===== config.mk =====
export PLATFORM = sky130hd
export DESIGN_NAME = block_bitmap_allocator_flat
export DESIGN_NICKNAME = d
export VERILOG_FILES = /design/src/hw/rtl/bba_pkg.sv /design/src/hw/rtl/bba_req_if.sv /design/src/hw/rtl/bba_rsp_if.sv /design/src/hw/rtl/block_bitmap_allocator.sv /design/src/hw/rtl/bba_ram.sv /design/src/hw/rtl/bba_ctrl.sv /design/src/hw/rtl/bba_dp.sv /design/src/flat_wrapper.sv
export SDC_FILE = /design/constraint.sdc
export NUM_CORES = 2
export LEC_CHECK = 0
export BUFFER_PORTS_ARGS = -buffer_cell sky130_fd_sc_hd__buf_2
export CELL_PAD_IN_SITES_DETAIL_PLACEMENT = 0
export CELL_PAD_IN_SITES_GLOBAL_PLACEMENT = 1
export CORE_UTILIZATION = 57
export CTS_BUF_LIST = sky130_fd_sc_hd__clkbuf_4 sky130_fd_sc_hd__clkbuf_8
export DETAILED_ROUTE_END_ITERATION = 6
export PLACE_DENSITY = 0.84
export SETUP_SLACK_MARGIN = 0.05
export SYNTH_ARGS = -nofsm -noshare
export SYNTH_HDL_FRONTEND = slang
export SYNTH_SLANG_ARGS = --single-unit

===== constraint.sdc =====
create_clock -name clk -period 6.6 [get_ports clk]
set_input_delay 0.33 -clock clk [delete_from_list [all_inputs] [get_ports clk]]
set_output_delay 0.33 -clock clk [all_outputs]
set_load 0.02 [all_outputs]

===== src/hw/rtl/bba_pkg.sv =====
// ----------------------------------------------------------------------------
// bba_pkg
// Shared types, codes and constants of the block bitmap allocator.
// ----------------------------------------------------------------------------
package bba_pkg;

    localparam int OP_W    = 2;
    localparam int IDX_W   = 10;
    localparam int CNT_W   = 11;
    localparam int WORD_W  = 32;
    localparam int WORD_SH = 5;

    localparam int MAX_BLOCKS_DEF = 1024;

    localparam logic [CNT_W-1:0] BLOCK_COUNT_RST = 11'd1024;

    localparam logic [OP_W-1:0] OP_OCCUPY = 2'd0;
    localparam logic [OP_W-1:0] OP_FREE   = 2'd1;
    localparam logic [OP_W-1:0] OP_TEST   = 2'd2;
    localparam logic [OP_W-1:0] OP_FIND   = 2'd3;

    // controller -> datapath
    typedef struct packed {
        logic clr_step;   // write one word of the clearing pass
        logic take;       // capture request, start the first map read
        logic commit;     // finish occupy/free/test, load result
        logic scan_next;  // read the next map word of a find
        logic scan_load;  // load the find result
    } cmd_t;

    // datapath -> controller
    typedef struct packed {
        logic clr_last;   // clearing pass on its last word
        logic req_find;   // offered request is a find
        logic out_free;   // result register can take a result this cycle
        logic scan_end;   // word under test is the last in range
        logic hit;        // word under test holds a free block
    } status_t;

endpackage


===== src/hw/rtl/bba_req_if.sv =====
// ----------------------------------------------------------------------------
// bba_req_if
// Request channel: operation and block index with valid/ready.
// ----------------------------------------------------------------------------
interface bba_req_if;
    logic                       valid;
    logic                       ready;
    logic [bba_pkg::OP_W-1:0]   operation;
    logic [bba_pkg::IDX_W-1:0]  block_index;

    modport source (output valid, output operation, output block_index, input ready);
    modport sink   (input valid, input operation, input block_index, output ready);
endinterface


===== src/hw/rtl/bba_rsp_if.sv =====
// ----------------------------------------------------------------------------
// bba_rsp_if
// Result channel: busy, found and free block with valid/ready.
// ----------------------------------------------------------------------------
interface bba_rsp_if;
    logic                       valid;
    logic                       ready;
    logic                       busy_res;
    logic                       found;
    logic [bba_pkg::IDX_W-1:0]  free_block;

    modport source (output valid, output busy_res, output found, output free_block,
                    input ready);
    modport sink   (input valid, input busy_res, input found, input free_block,
                    output ready);
endinterface


===== src/hw/rtl/block_bitmap_allocator.sv =====
// ----------------------------------------------------------------------------
// block_bitmap_allocator
// First-fit allocator over a used/free bitmap of storage blocks.
// ----------------------------------------------------------------------------
// One request is worked at a time and gives exactly one result. The map sits
// in a RAM of 32-bit words (block i is bit i mod 32 of word i / 32). After
// reset a clearing pass writes every word, with block 0 marked used; no
// request is taken during it (block_count writes are). Occupy, free and test
// take a RAM read and then a read-modify-write step that loads the result;
// that step waits until the output register is free. Find reads one word per
// cycle and priority-encodes the lowest clear bit below block_count; it stops
// at the first word with a free bit, or at the last word in range. The next
// request is taken in the cycle after a result is loaded, while that result
// may still wait in the output register; the result after it waits for that
// register to empty, and the input stalls for as long.
// ----------------------------------------------------------------------------
module block_bitmap_allocator #(
    parameter int MAX_BLOCKS = bba_pkg::MAX_BLOCKS_DEF
) (
    input  logic                        clk,
    input  logic                        rst_n,
    input  logic                        cfg_wr_en,
    input  logic [bba_pkg::CNT_W-1:0]   cfg_wr_data,
    bba_req_if.sink                     req,
    bba_rsp_if.source                   rsp
);

    bba_pkg::cmd_t    cmd;
    bba_pkg::status_t status;
    logic             req_ready;

    // controller: clearing pass, intake, lookup and scan sequencing
    bba_ctrl u_ctrl (
        .clk       (clk),
        .rst_n     (rst_n),
        .req_valid (req.valid),
        .req_ready (req_ready),
        .status    (status),
        .cmd       (cmd)
    );

    // datapath: map RAM, count register, scan encoder, result register
    bba_dp #(
        .MAX_BLOCKS (MAX_BLOCKS)
    ) u_dp (
        .clk             (clk),
        .rst_n           (rst_n),
        .cfg_wr_en       (cfg_wr_en),
        .cfg_wr_data     (cfg_wr_data),
        .req_operation   (req.operation),
        .req_block_index (req.block_index),
        .cmd             (cmd),
        .status          (status),
        .rsp             (rsp)
    );

    assign req.ready = req_ready;

    // no request transfer while the clearing pass runs
    a_no_take_in_clear: assert property (
        @(posedge clk) disable iff (!rst_n)
        cmd.clr_step |-> !req_ready
    ) else $error("request taken during clearing pass");

    // one request at a time: after a transfer in the block is busy
    a_busy_after_take: assert property (
        @(posedge clk) disable iff (!rst_n)
        (req.valid && req_ready) |=> !req_ready
    ) else $error("second request taken while one is in progress");

    // a result is loaded only into a free output slot
    a_load_into_free: assert property (
        @(posedge clk) disable iff (!rst_n)
        (cmd.commit || cmd.scan_load) |-> status.out_free
    ) else $error("result loaded over a waiting result");

    // the scan moves on only past words with no free block
    a_scan_past_miss: assert property (
        @(posedge clk) disable iff (!rst_n)
        cmd.scan_next |-> (!status.hit && !status.scan_end)
    ) else $error("scan advanced past a hit or the last word");

endmodule


===== src/hw/rtl/bba_ram.sv =====
// ----------------------------------------------------------------------------
// bba_ram
// Generic single-write, single-read RAM with registered read data.
// ----------------------------------------------------------------------------
module bba_ram #(
    parameter int WIDTH = 32,
    parameter int DEPTH = 32,
    parameter int AW    = (DEPTH > 1) ? $clog2(DEPTH) : 1
) (
    input  logic             clk,
    input  logic             we,
    input  logic [AW-1:0]    waddr,
    input  logic [WIDTH-1:0] wdata,
    input  logic             re,
    input  logic [AW-1:0]    raddr,
    output logic [WIDTH-1:0] rdata
);

    logic [WIDTH-1:0] mem [DEPTH];
    logic [WIDTH-1:0] rdata_reg;

    always_ff @(posedge clk)
    begin
        if (we)
        begin
            mem[waddr] <= wdata;
        end
        if (re)
        begin
            rdata_reg <= mem[raddr];
        end
    end

    assign rdata = rdata_reg;

endmodule


===== src/hw/rtl/bba_ctrl.sv =====
// ----------------------------------------------------------------------------
// bba_ctrl
// Sequencer: clearing pass, request intake, lookup and find scan.
// ----------------------------------------------------------------------------
module bba_ctrl (
    input  logic             clk,
    input  logic             rst_n,
    input  logic             req_valid,
    output logic             req_ready,
    input  bba_pkg::status_t status,
    output bba_pkg::cmd_t    cmd
);

    localparam logic [1:0] S_CLEAR  = 2'd0;
    localparam logic [1:0] S_IDLE   = 2'd1;
    localparam logic [1:0] S_LOOKUP = 2'd2;
    localparam logic [1:0] S_SCAN   = 2'd3;

    logic [1:0] state_reg;
    logic [1:0] state_next;

    always_ff @(posedge clk or negedge rst_n)
    begin
        if (!rst_n)
        begin
            state_reg <= S_CLEAR;
        end
        else
        begin
            state_reg <= state_next;
        end
    end

    always_comb
    begin
        state_next = state_reg;
        cmd        = '0;
        req_ready  = 1'b0;
        unique case (state_reg)
            S_CLEAR:
            begin
                cmd.clr_step = 1'b1;
                if (status.clr_last)
                begin
                    state_next = S_IDLE;
                end
            end
            S_IDLE:
            begin
                req_ready = 1'b1;
                if (req_valid)
                begin
                    cmd.take   = 1'b1;
                    state_next = status.req_find ? S_SCAN : S_LOOKUP;
                end
            end
            S_LOOKUP:
            begin
                if (status.out_free)
                begin
                    cmd.commit = 1'b1;
                    state_next = S_IDLE;
                end
            end
            S_SCAN:
            begin
                if (status.hit || status.scan_end)
                begin
                    // hold the read word until the result slot frees
                    if (status.out_free)
                    begin
                        cmd.scan_load = 1'b1;
                        state_next    = S_IDLE;
                    end
                end
                else
                begin
                    cmd.scan_next = 1'b1;
                end
            end
            default:
            begin
                state_next = S_CLEAR;
            end
        endcase
    end

endmodule


===== src/hw/rtl/bba_dp.sv =====
// ----------------------------------------------------------------------------
// bba_dp
// Datapath: bitmap RAM, block count, request capture, word scan and
// result register.
// ----------------------------------------------------------------------------
module bba_dp #(
    parameter int MAX_BLOCKS = bba_pkg::MAX_BLOCKS_DEF
) (
    input  logic                        clk,
    input  logic                        rst_n,
    input  logic                        cfg_wr_en,
    input  logic [bba_pkg::CNT_W-1:0]   cfg_wr_data,
    input  logic [bba_pkg::OP_W-1:0]    req_operation,
    input  logic [bba_pkg::IDX_W-1:0]   req_block_index,
    input  bba_pkg::cmd_t               cmd,
    output bba_pkg::status_t            status,
    bba_rsp_if.source                   rsp
);

    localparam int WW    = bba_pkg::WORD_W;
    localparam int SH    = bba_pkg::WORD_SH;
    localparam int IW    = bba_pkg::IDX_W;
    localparam int CW    = bba_pkg::CNT_W;
    localparam int WORDS = (MAX_BLOCKS + WW - 1) / WW;
    localparam int AW    = (WORDS > 1) ? $clog2(WORDS) : 1;
    localparam int MW    = $clog2(MAX_BLOCKS + 1);
    localparam int LW    = (MW > CW) ? MW : CW;

    logic [CW-1:0]              block_count_reg;
    logic [bba_pkg::OP_W-1:0]   op_reg;
    logic [IW-1:0]              idx_reg;
    logic [AW-1:0]              chk_reg;
    logic [AW-1:0]              clr_reg;
    logic                       rsp_valid_reg;
    logic                       busy_reg;
    logic                       found_reg;
    logic [IW-1:0]              free_block_reg;

    logic [LW-1:0]      bc_ext;
    logic [LW-1:0]      live_cnt;
    logic [LW-1:0]      full_words;
    logic [LW-1:0]      last_word;
    logic [LW-1:0]      chk_ext;
    logic               cnt_empty;
    logic               in_range;
    logic [AW+IW-1:0]   req_idx_wide;
    logic [AW+IW-1:0]   idx_wide;
    logic [AW-1:0]      req_word;
    logic [AW-1:0]      idx_word;
    logic [WW-1:0]      bit_mask;
    logic [WW-1:0]      tail_mask;
    logic [WW-1:0]      range_mask;
    logic [WW-1:0]      free_bits;
    logic [SH-1:0]      enc;
    logic [IW+AW+SH-1:0] pos_ext;
    logic               wr_ok;

    logic               ram_we;
    logic [AW-1:0]      ram_waddr;
    logic [WW-1:0]      ram_wdata;
    logic               ram_re;
    logic [AW-1:0]      ram_raddr;
    logic [WW-1:0]      ram_rdata;

    bba_ram #(
        .WIDTH (WW),
        .DEPTH (WORDS),
        .AW    (AW)
    ) u_map (
        .clk   (clk),
        .we    (ram_we),
        .waddr (ram_waddr),
        .wdata (ram_wdata),
        .re    (ram_re),
        .raddr (ram_raddr),
        .rdata (ram_rdata)
    );

    // effective count saturates at the map size
    assign bc_ext     = LW'(block_count_reg);
    assign live_cnt   = (bc_ext > LW'(MAX_BLOCKS)) ? LW'(MAX_BLOCKS) : bc_ext;
    assign cnt_empty  = (live_cnt == '0);
    assign full_words = live_cnt >> SH;
    assign last_word  = full_words - LW'((live_cnt[SH-1:0] == '0) ? 1 : 0);
    assign chk_ext    = LW'(chk_reg);

    assign req_idx_wide = {{AW{1'b0}}, req_block_index};
    assign idx_wide     = {{AW{1'b0}}, idx_reg};
    assign req_word     = req_idx_wide[AW+SH-1:SH];
    assign idx_word     = idx_wide[AW+SH-1:SH];
    assign in_range     = (LW'(idx_reg) < live_cnt);
    assign bit_mask     = WW'(1) << idx_reg[SH-1:0];

    // bits of the word under test that lie below the count
    assign tail_mask  = (WW'(1) << live_cnt[SH-1:0]) - WW'(1);
    assign range_mask = (chk_ext < full_words)  ? '1 :
                        (chk_ext == full_words) ? tail_mask : '0;
    assign free_bits  = ~ram_rdata & range_mask;

    always_comb
    begin
        enc = '0;
        for (int i = WW - 1; i >= 0; i--)
        begin
            if (free_bits[i])
            begin
                enc = SH'(i);
            end
        end
    end

    assign pos_ext = {{IW{1'b0}}, chk_reg, enc};

    // block 0 is reserved: a free of it never writes
    assign wr_ok = in_range &&
                   ((op_reg == bba_pkg::OP_OCCUPY) ||
                    ((op_reg == bba_pkg::OP_FREE) && (idx_reg != '0)));

    always_comb
    begin
        ram_we    = cmd.clr_step || (cmd.commit && wr_ok);
        ram_waddr = cmd.clr_step ? clr_reg : idx_word;
        if (cmd.clr_step)
        begin
            ram_wdata = (clr_reg == '0) ? WW'(1) : '0;
        end
        else if (op_reg == bba_pkg::OP_OCCUPY)
        begin
            ram_wdata = ram_rdata | bit_mask;
        end
        else
        begin
            ram_wdata = ram_rdata & ~bit_mask;
        end
        ram_re = cmd.take || cmd.scan_next;
        if (cmd.take)
        begin
            ram_raddr = (req_operation == bba_pkg::OP_FIND) ? '0 : req_word;
        end
        else
        begin
            ram_raddr = chk_reg + AW'(1);
        end
    end

    always_ff @(posedge clk or negedge rst_n)
    begin
        if (!rst_n)
        begin
            block_count_reg <= bba_pkg::BLOCK_COUNT_RST;
            clr_reg         <= '0;
            rsp_valid_reg   <= 1'b0;
        end
        else
        begin
            if (cfg_wr_en)
            begin
                block_count_reg <= cfg_wr_data;
            end
            if (cmd.clr_step)
            begin
                clr_reg <= clr_reg + AW'(1);
            end
            if (cmd.commit || cmd.scan_load)
            begin
                rsp_valid_reg <= 1'b1;
            end
            else if (rsp.ready)
            begin
                rsp_valid_reg <= 1'b0;
            end
        end
    end

    always_ff @(posedge clk)
    begin
        if (cmd.take)
        begin
            op_reg  <= req_operation;
            idx_reg <= req_block_index;
            chk_reg <= '0;
        end
        else if (cmd.scan_next)
        begin
            chk_reg <= chk_reg + AW'(1);
        end
        if (cmd.commit)
        begin
            busy_reg       <= (op_reg == bba_pkg::OP_TEST) &&
                              (!in_range || ((ram_rdata & bit_mask) != '0));
            found_reg      <= 1'b0;
            free_block_reg <= '0;
        end
        else if (cmd.scan_load)
        begin
            busy_reg       <= 1'b0;
            found_reg      <= |free_bits;
            free_block_reg <= (|free_bits) ? pos_ext[IW-1:0] : '0;
        end
    end

    assign status.clr_last = (clr_reg == AW'(WORDS - 1));
    assign status.req_find = (req_operation == bba_pkg::OP_FIND);
    assign status.out_free = !rsp_valid_reg || rsp.ready;
    assign status.scan_end = cnt_empty || (chk_ext == last_word);
    assign status.hit      = |free_bits;

    assign rsp.valid      = rsp_valid_reg;
    assign rsp.busy_res   = busy_reg;
    assign rsp.found      = found_reg;
    assign rsp.free_block = free_block_reg;

endmodule

===== src/flat_wrapper.sv =====
// flat-port wrapper written by rule: the top's interface ports become plain ports
module block_bitmap_allocator_flat 
#(
    parameter int MAX_BLOCKS = bba_pkg::MAX_BLOCKS_DEF
)
  (clk, rst_n, cfg_wr_en, cfg_wr_data, req_valid, req_operation, req_block_index, req_ready, rsp_valid, rsp_busy_res, rsp_found, rsp_free_block, rsp_ready);
  bba_req_if req_i ();
  bba_rsp_if rsp_i ();
  input  logic clk;
  input  logic rst_n;
  input  logic cfg_wr_en;
  input  logic [bba_pkg::CNT_W-1:0] cfg_wr_data;
  input wire logic [$bits(req_i.valid)-1:0] req_valid;
  input wire logic [$bits(req_i.operation)-1:0] req_operation;
  input wire logic [$bits(req_i.block_index)-1:0] req_block_index;
  output wire logic [$bits(req_i.ready)-1:0] req_ready;
  output wire logic [$bits(rsp_i.valid)-1:0] rsp_valid;
  output wire logic [$bits(rsp_i.busy_res)-1:0] rsp_busy_res;
  output wire logic [$bits(rsp_i.found)-1:0] rsp_found;
  output wire logic [$bits(rsp_i.free_block)-1:0] rsp_free_block;
  input wire logic [$bits(rsp_i.ready)-1:0] rsp_ready;
  assign req_i.valid = req_valid;
  assign req_i.operation = req_operation;
  assign req_i.block_index = req_block_index;
  assign req_ready = req_i.ready;
  assign rsp_valid = rsp_i.valid;
  assign rsp_busy_res = rsp_i.busy_res;
  assign rsp_found = rsp_i.found;
  assign rsp_free_block = rsp_i.free_block;
  assign rsp_i.ready = rsp_ready;
  block_bitmap_allocator #(.MAX_BLOCKS(MAX_BLOCKS)) u_core (.clk(clk), .rst_n(rst_n), .cfg_wr_en(cfg_wr_en), .cfg_wr_data(cfg_wr_data), .req(req_i), .rsp(rsp_i));
endmodule

==> metrics list <==
* Share of Yosys cell area claimed by the top area cell type: 67.0%
* Final-report hold violation count: 0
* Final WL: 122000 µm
- Starting Density: 58.0%
* Net count of the finished layout: 3136
- The first global-routing pass estimated 178000 µm of wire.
- At the worst endpoint, the arrival time is 5980 ps.
- Post-synthesis cell type count: 93
- On the final layout, the worst hold slack is 212 ps.
* Sequential-to-total area share from yosys stat: 68.6%
- Hpwl dp: 74600 µm
* Initial antenna violation count: 2
- The run finished with clean final reports.
- The clock reaches the later pin of the worst-skew pair after 850 ps.
* Total net switching power: 6.78 mW
- In this run the core area contains 105 standard-cell rows.
- Comb power frac: 26.7%
- Longest Clk Path Bufs: 3
- Gpl congestion: 0.937
- Core Region: 82600 µm²
- Share of the clock period used by the worst path: 83.9%
- Sequential cells account for 46.4% of the total power.
* Vias per inst: 6.23
- Global routing used 28.8% of the available tracks.
- Setup Crit Path Kind: flop to flop
* Clock net sink count: 1104
* Flop and latch count out of synthesis: 1104
* Count of mapped cells out of synthesis: 2922
* Fraction of layout cells with a size suffix above 1: 16.4%
- Slew HR: 5.74%
- Cell-internal power: 13.8 mW
* Average cell area after synthesis: 16.4 µm²
- Drt first-iter violations: 2315
* Height of the chip: 292 µm
* Worst setup path startpoint: u_core.u_dp.bc_ext[2]
- Total Negative Setup Slacks: 0 ps
- In this run, post-CTS repair resized a total of 0 instances.
* Minimum period implied by the final worst setup slack: 5540 ps
- Pin placement for this block handled 42 I/O pins.
- In the routed design, unresolved DRC markers number 0.
* Switching part of the total power: 32.9%
- Entering global routing, the biggest net connects 94 pins.
* Die outline width: 292 µm
- First drt pass iteration count: 5
- Wire per inst: 28.4 µm
* Synth cell count leaders: sky130_fd_sc_hd__edfxtp_1 (1069), sky130_fd_sc_hd__mux2i_1 (979), sky130_fd_sc_hd__nand2_1 (91), sky130_fd_sc_hd__buf_2 (89), sky130_fd_sc_hd__a21oi_1 (66)
- Setup violations remaining at the end of the flow were counted as 0.
- Vias after detailed routing: 26697
- Class of the most critical hold timing path: primary input to flop
- The worst setup path is captured at a flop.
- The count of buffers added on input and output ports is 41.
- Number of buffers created by CTS: 172
- Worst Max-Slew Pin Slew: 1410 ps
* Worst VDD drop: 0.292 mV
* Clock share of power: 26.9%
- STA classifies the critical path startpoint as a flop.
- Share of synthesized registers carrying an async set or reset: 1.72%
* Die outline area: 85300 µm²
- Total overflow reported by the global router: 0
- The worst hold path begins at req_block_index[1].
* Startpoint of the most critical register-to-register path: u_core.u_dp.bc_ext[2]
- Largest cells by area after synthesis: sky130_fd_sc_hd__edfxtp_1 (67%), sky130_fd_sc_hd__mux2i_1 (20%), sky130_fd_sc_hd__mux2_2 (1.0%), sky130_fd_sc_hd__dfrtp_1 (0.94%), sky130_fd_sc_hd__buf_2 (0.93%)
* Netlist area before placement: 47900 µm²
* Number of flip-flops in the largest register: 1024
* Areal power density over the cells: 383 nW/µm²
* Cell taking the most area after synthesis: sky130_fd_sc_hd__edfxtp_1
- Clock-pin slew was measured on the worst setup and hold paths at 70 ps.
* Unrepaired setup endpoints after global routing: false
* Worst clock skew: 43.1 ps
* Most frequent cell after synthesis: sky130_fd_sc_hd__edfxtp_1
- Across the run, the number of max-cap violations was 0.
- Relative to the synthesized area, the layout overhead comes to 12.2%.
- The H-tree was split into 4 levels.
- TritonCTS built the clock tree.
* Critical-path maximum fanout: 32
* Syn nets: 2971
- Cell at the root of the clock tree: sky130_fd_sc_hd__clkbuf_8
- Yosys warnings: 0
* Synth Flop Type: sky130_fd_sc_hd__edfxtp_1
* Leakage power of the design: 22.3 nW
- Number of global-route vias before repair: 27021
- Once detail routing completed, the nets flagged for antenna violations numbered 0.
- Timing-limited maximum frequency: 181 MHz
- Fin. max-slew vios: 0
* Data required time at the worst endpoint: 7040 ps
- Number of enable flip-flop cells after synthesis: 1069
## path summary, 6_finish.rpt
path / end / slack (ps) / depth (start not counted)
worst min-delay path: u_core.u_dp.idx_reg[1] / 210 / 2
worst max-delay path: u_core.u_dp.u_map.rdata[28] / 1060 / 11
worst min register to register: u_core.u_dp.rsp.found / 490 / 1
max in group asynchronous: u_core.u_dp.rsp.valid / 4710 / 4
min in group asynchronous: u_core.u_dp.clr_reg[0] / 480 / 3
worst max register to register: u_core.u_dp.u_map.rdata[28] / 1060 / 11
## power by group through the flow
stage          combinational [mW]  clock (mW)  sequential (mW)
3_5_place_dp                 5.44           0             9.69
6_report                     5.51        5.54             9.56
2_1_floorplan                3.32           0             9.54
5_1_grt                      5.78        5.91             9.59
4_1_cts                      5.49        5.62             9.55
3_3_place_gp                 5.32           0             9.67
## cells in the final DEF, fill, tap and decap left out, types with 13 or more instances in the layout
| master | netlist | routed |
|---|---|---|
| sky130_fd_sc_hd__a21o_1 | 13 | 13 |
| sky130_fd_sc_hd__a21oi_1 | 66 | 23 |
| sky130_fd_sc_hd__a21oi_4 | 0 | 39 |
| sky130_fd_sc_hd__buf_12 | 0 | 16 |
| sky130_fd_sc_hd__buf_2 | 89 | 41 |
| sky130_fd_sc_hd__buf_4 | 1 | 57 |
| sky130_fd_sc_hd__clkbuf_4 | 0 | 63 |
| sky130_fd_sc_hd__clkbuf_8 | 3 | 178 |
| sky130_fd_sc_hd__clkinv_1 | 0 | 38 |
| sky130_fd_sc_hd__dfrtp_1 | 18 | 18 |
| sky130_fd_sc_hd__dfxtp_1 | 16 | 16 |
| sky130_fd_sc_hd__dlygate4sd3_1 | 0 | 42 |
| sky130_fd_sc_hd__edfxtp_1 | 1069 | 1069 |
| sky130_fd_sc_hd__ha_1 | 21 | 21 |
| sky130_fd_sc_hd__inv_1 | 24 | 24 |
| sky130_fd_sc_hd__mux2_2 | 43 | 43 |
| sky130_fd_sc_hd__mux2i_1 | 979 | 979 |
| sky130_fd_sc_hd__nand2_1 | 91 | 90 |
| sky130_fd_sc_hd__nand2b_1 | 13 | 13 |
| sky130_fd_sc_hd__nand3_1 | 48 | 48 |
| sky130_fd_sc_hd__nand4_1 | 13 | 13 |
| sky130_fd_sc_hd__nor2_1 | 59 | 38 |
| sky130_fd_sc_hd__nor2_4 | 0 | 20 |
| sky130_fd_sc_hd__nor3_1 | 17 | 17 |
| sky130_fd_sc_hd__o21ai_0 | 33 | 32 |
## timing repair
action	CTS	global route
hold buffers	42	0
endpoints found under the hold margin	45	0
setup buffers	0	0
## per-stage QoR
| step | area (µm²) | setup WS [ps] | instances | total power [mW] | utilization [%] |
|---|---|---|---|---|---|
| 6_report | 53800 | 1060 | 4286 | 20.6 | 65.1 |
| 4_1_cts | 53800 | 1190 | 4285 | 20.7 | 65.1 |
| 2_1_floorplan | 47900 | 1690 | 2922 | 12.9 | - |
| 3_3_place_gp | 50100 | 1220 | 3941 | 15.0 | 60.6 |
| 5_1_grt | 53800 | 818 | 4286 | 21.3 | 65.1 |
| 3_5_place_dp | 50100 | 1250 | 3941 | 15.1 | 60.6 |
## layer usage
| layer | routed length (µm) | GRT usage (%) | up-vias |
|---|---|---|---|
| met5 | 0 | 0 | - |
| met2 | 58500 | 46.6 | 1049 |
| li1 | - | - | 11815 |
| met4 | 4000 | 11.0 | 0 |
| met3 | 7650 | 4.48 | 200 |
| met1 | 51600 | 39.3 | 13633 |
## layout make-up
class                      instances  area (µm²)
tap                             1070        1340
inverter                          27         104
clock inverter                    61         365
fill                            5739       28900
sequential                      1104       32900
clock buffer                     241        2920
multi-input combinational       1626       14800
antenna                            1        2.50
timing repair buffer             156        1370
## kinds of logic (layout without fill, tap and decap cells)
group	count (synthesis)	after routing	share of synthesized area, %
compound gates	242	242	3.61
other cells	0	1	0
xor+xnor	15	15	0.274
flops	1104	1104	68.6
fa+ha+maj	21	21	0.548
buf+inv	192	485	1.97
mux	1022	1022	21.5
simple gates	326	326	3.52
## worst max-delay path, cell delays in order (launching register included)
cell                       delay (ps)
sky130_fd_sc_hd__dfrtp_1          900
sky130_fd_sc_hd__nor3_1           320
sky130_fd_sc_hd__nand3_1          180
sky130_fd_sc_hd__ha_1             750
sky130_fd_sc_hd__or4b_1           580
sky130_fd_sc_hd__nand4_1          130
sky130_fd_sc_hd__a21oi_1          110
sky130_fd_sc_hd__o21bai_1         260
sky130_fd_sc_hd__nor3b_1          570
sky130_fd_sc_hd__and3_1           350
sky130_fd_sc_hd__nand3_1          210
sky130_fd_sc_hd__nand2_2          700
No activity file was read; power rests on OpenSTA's default activity.
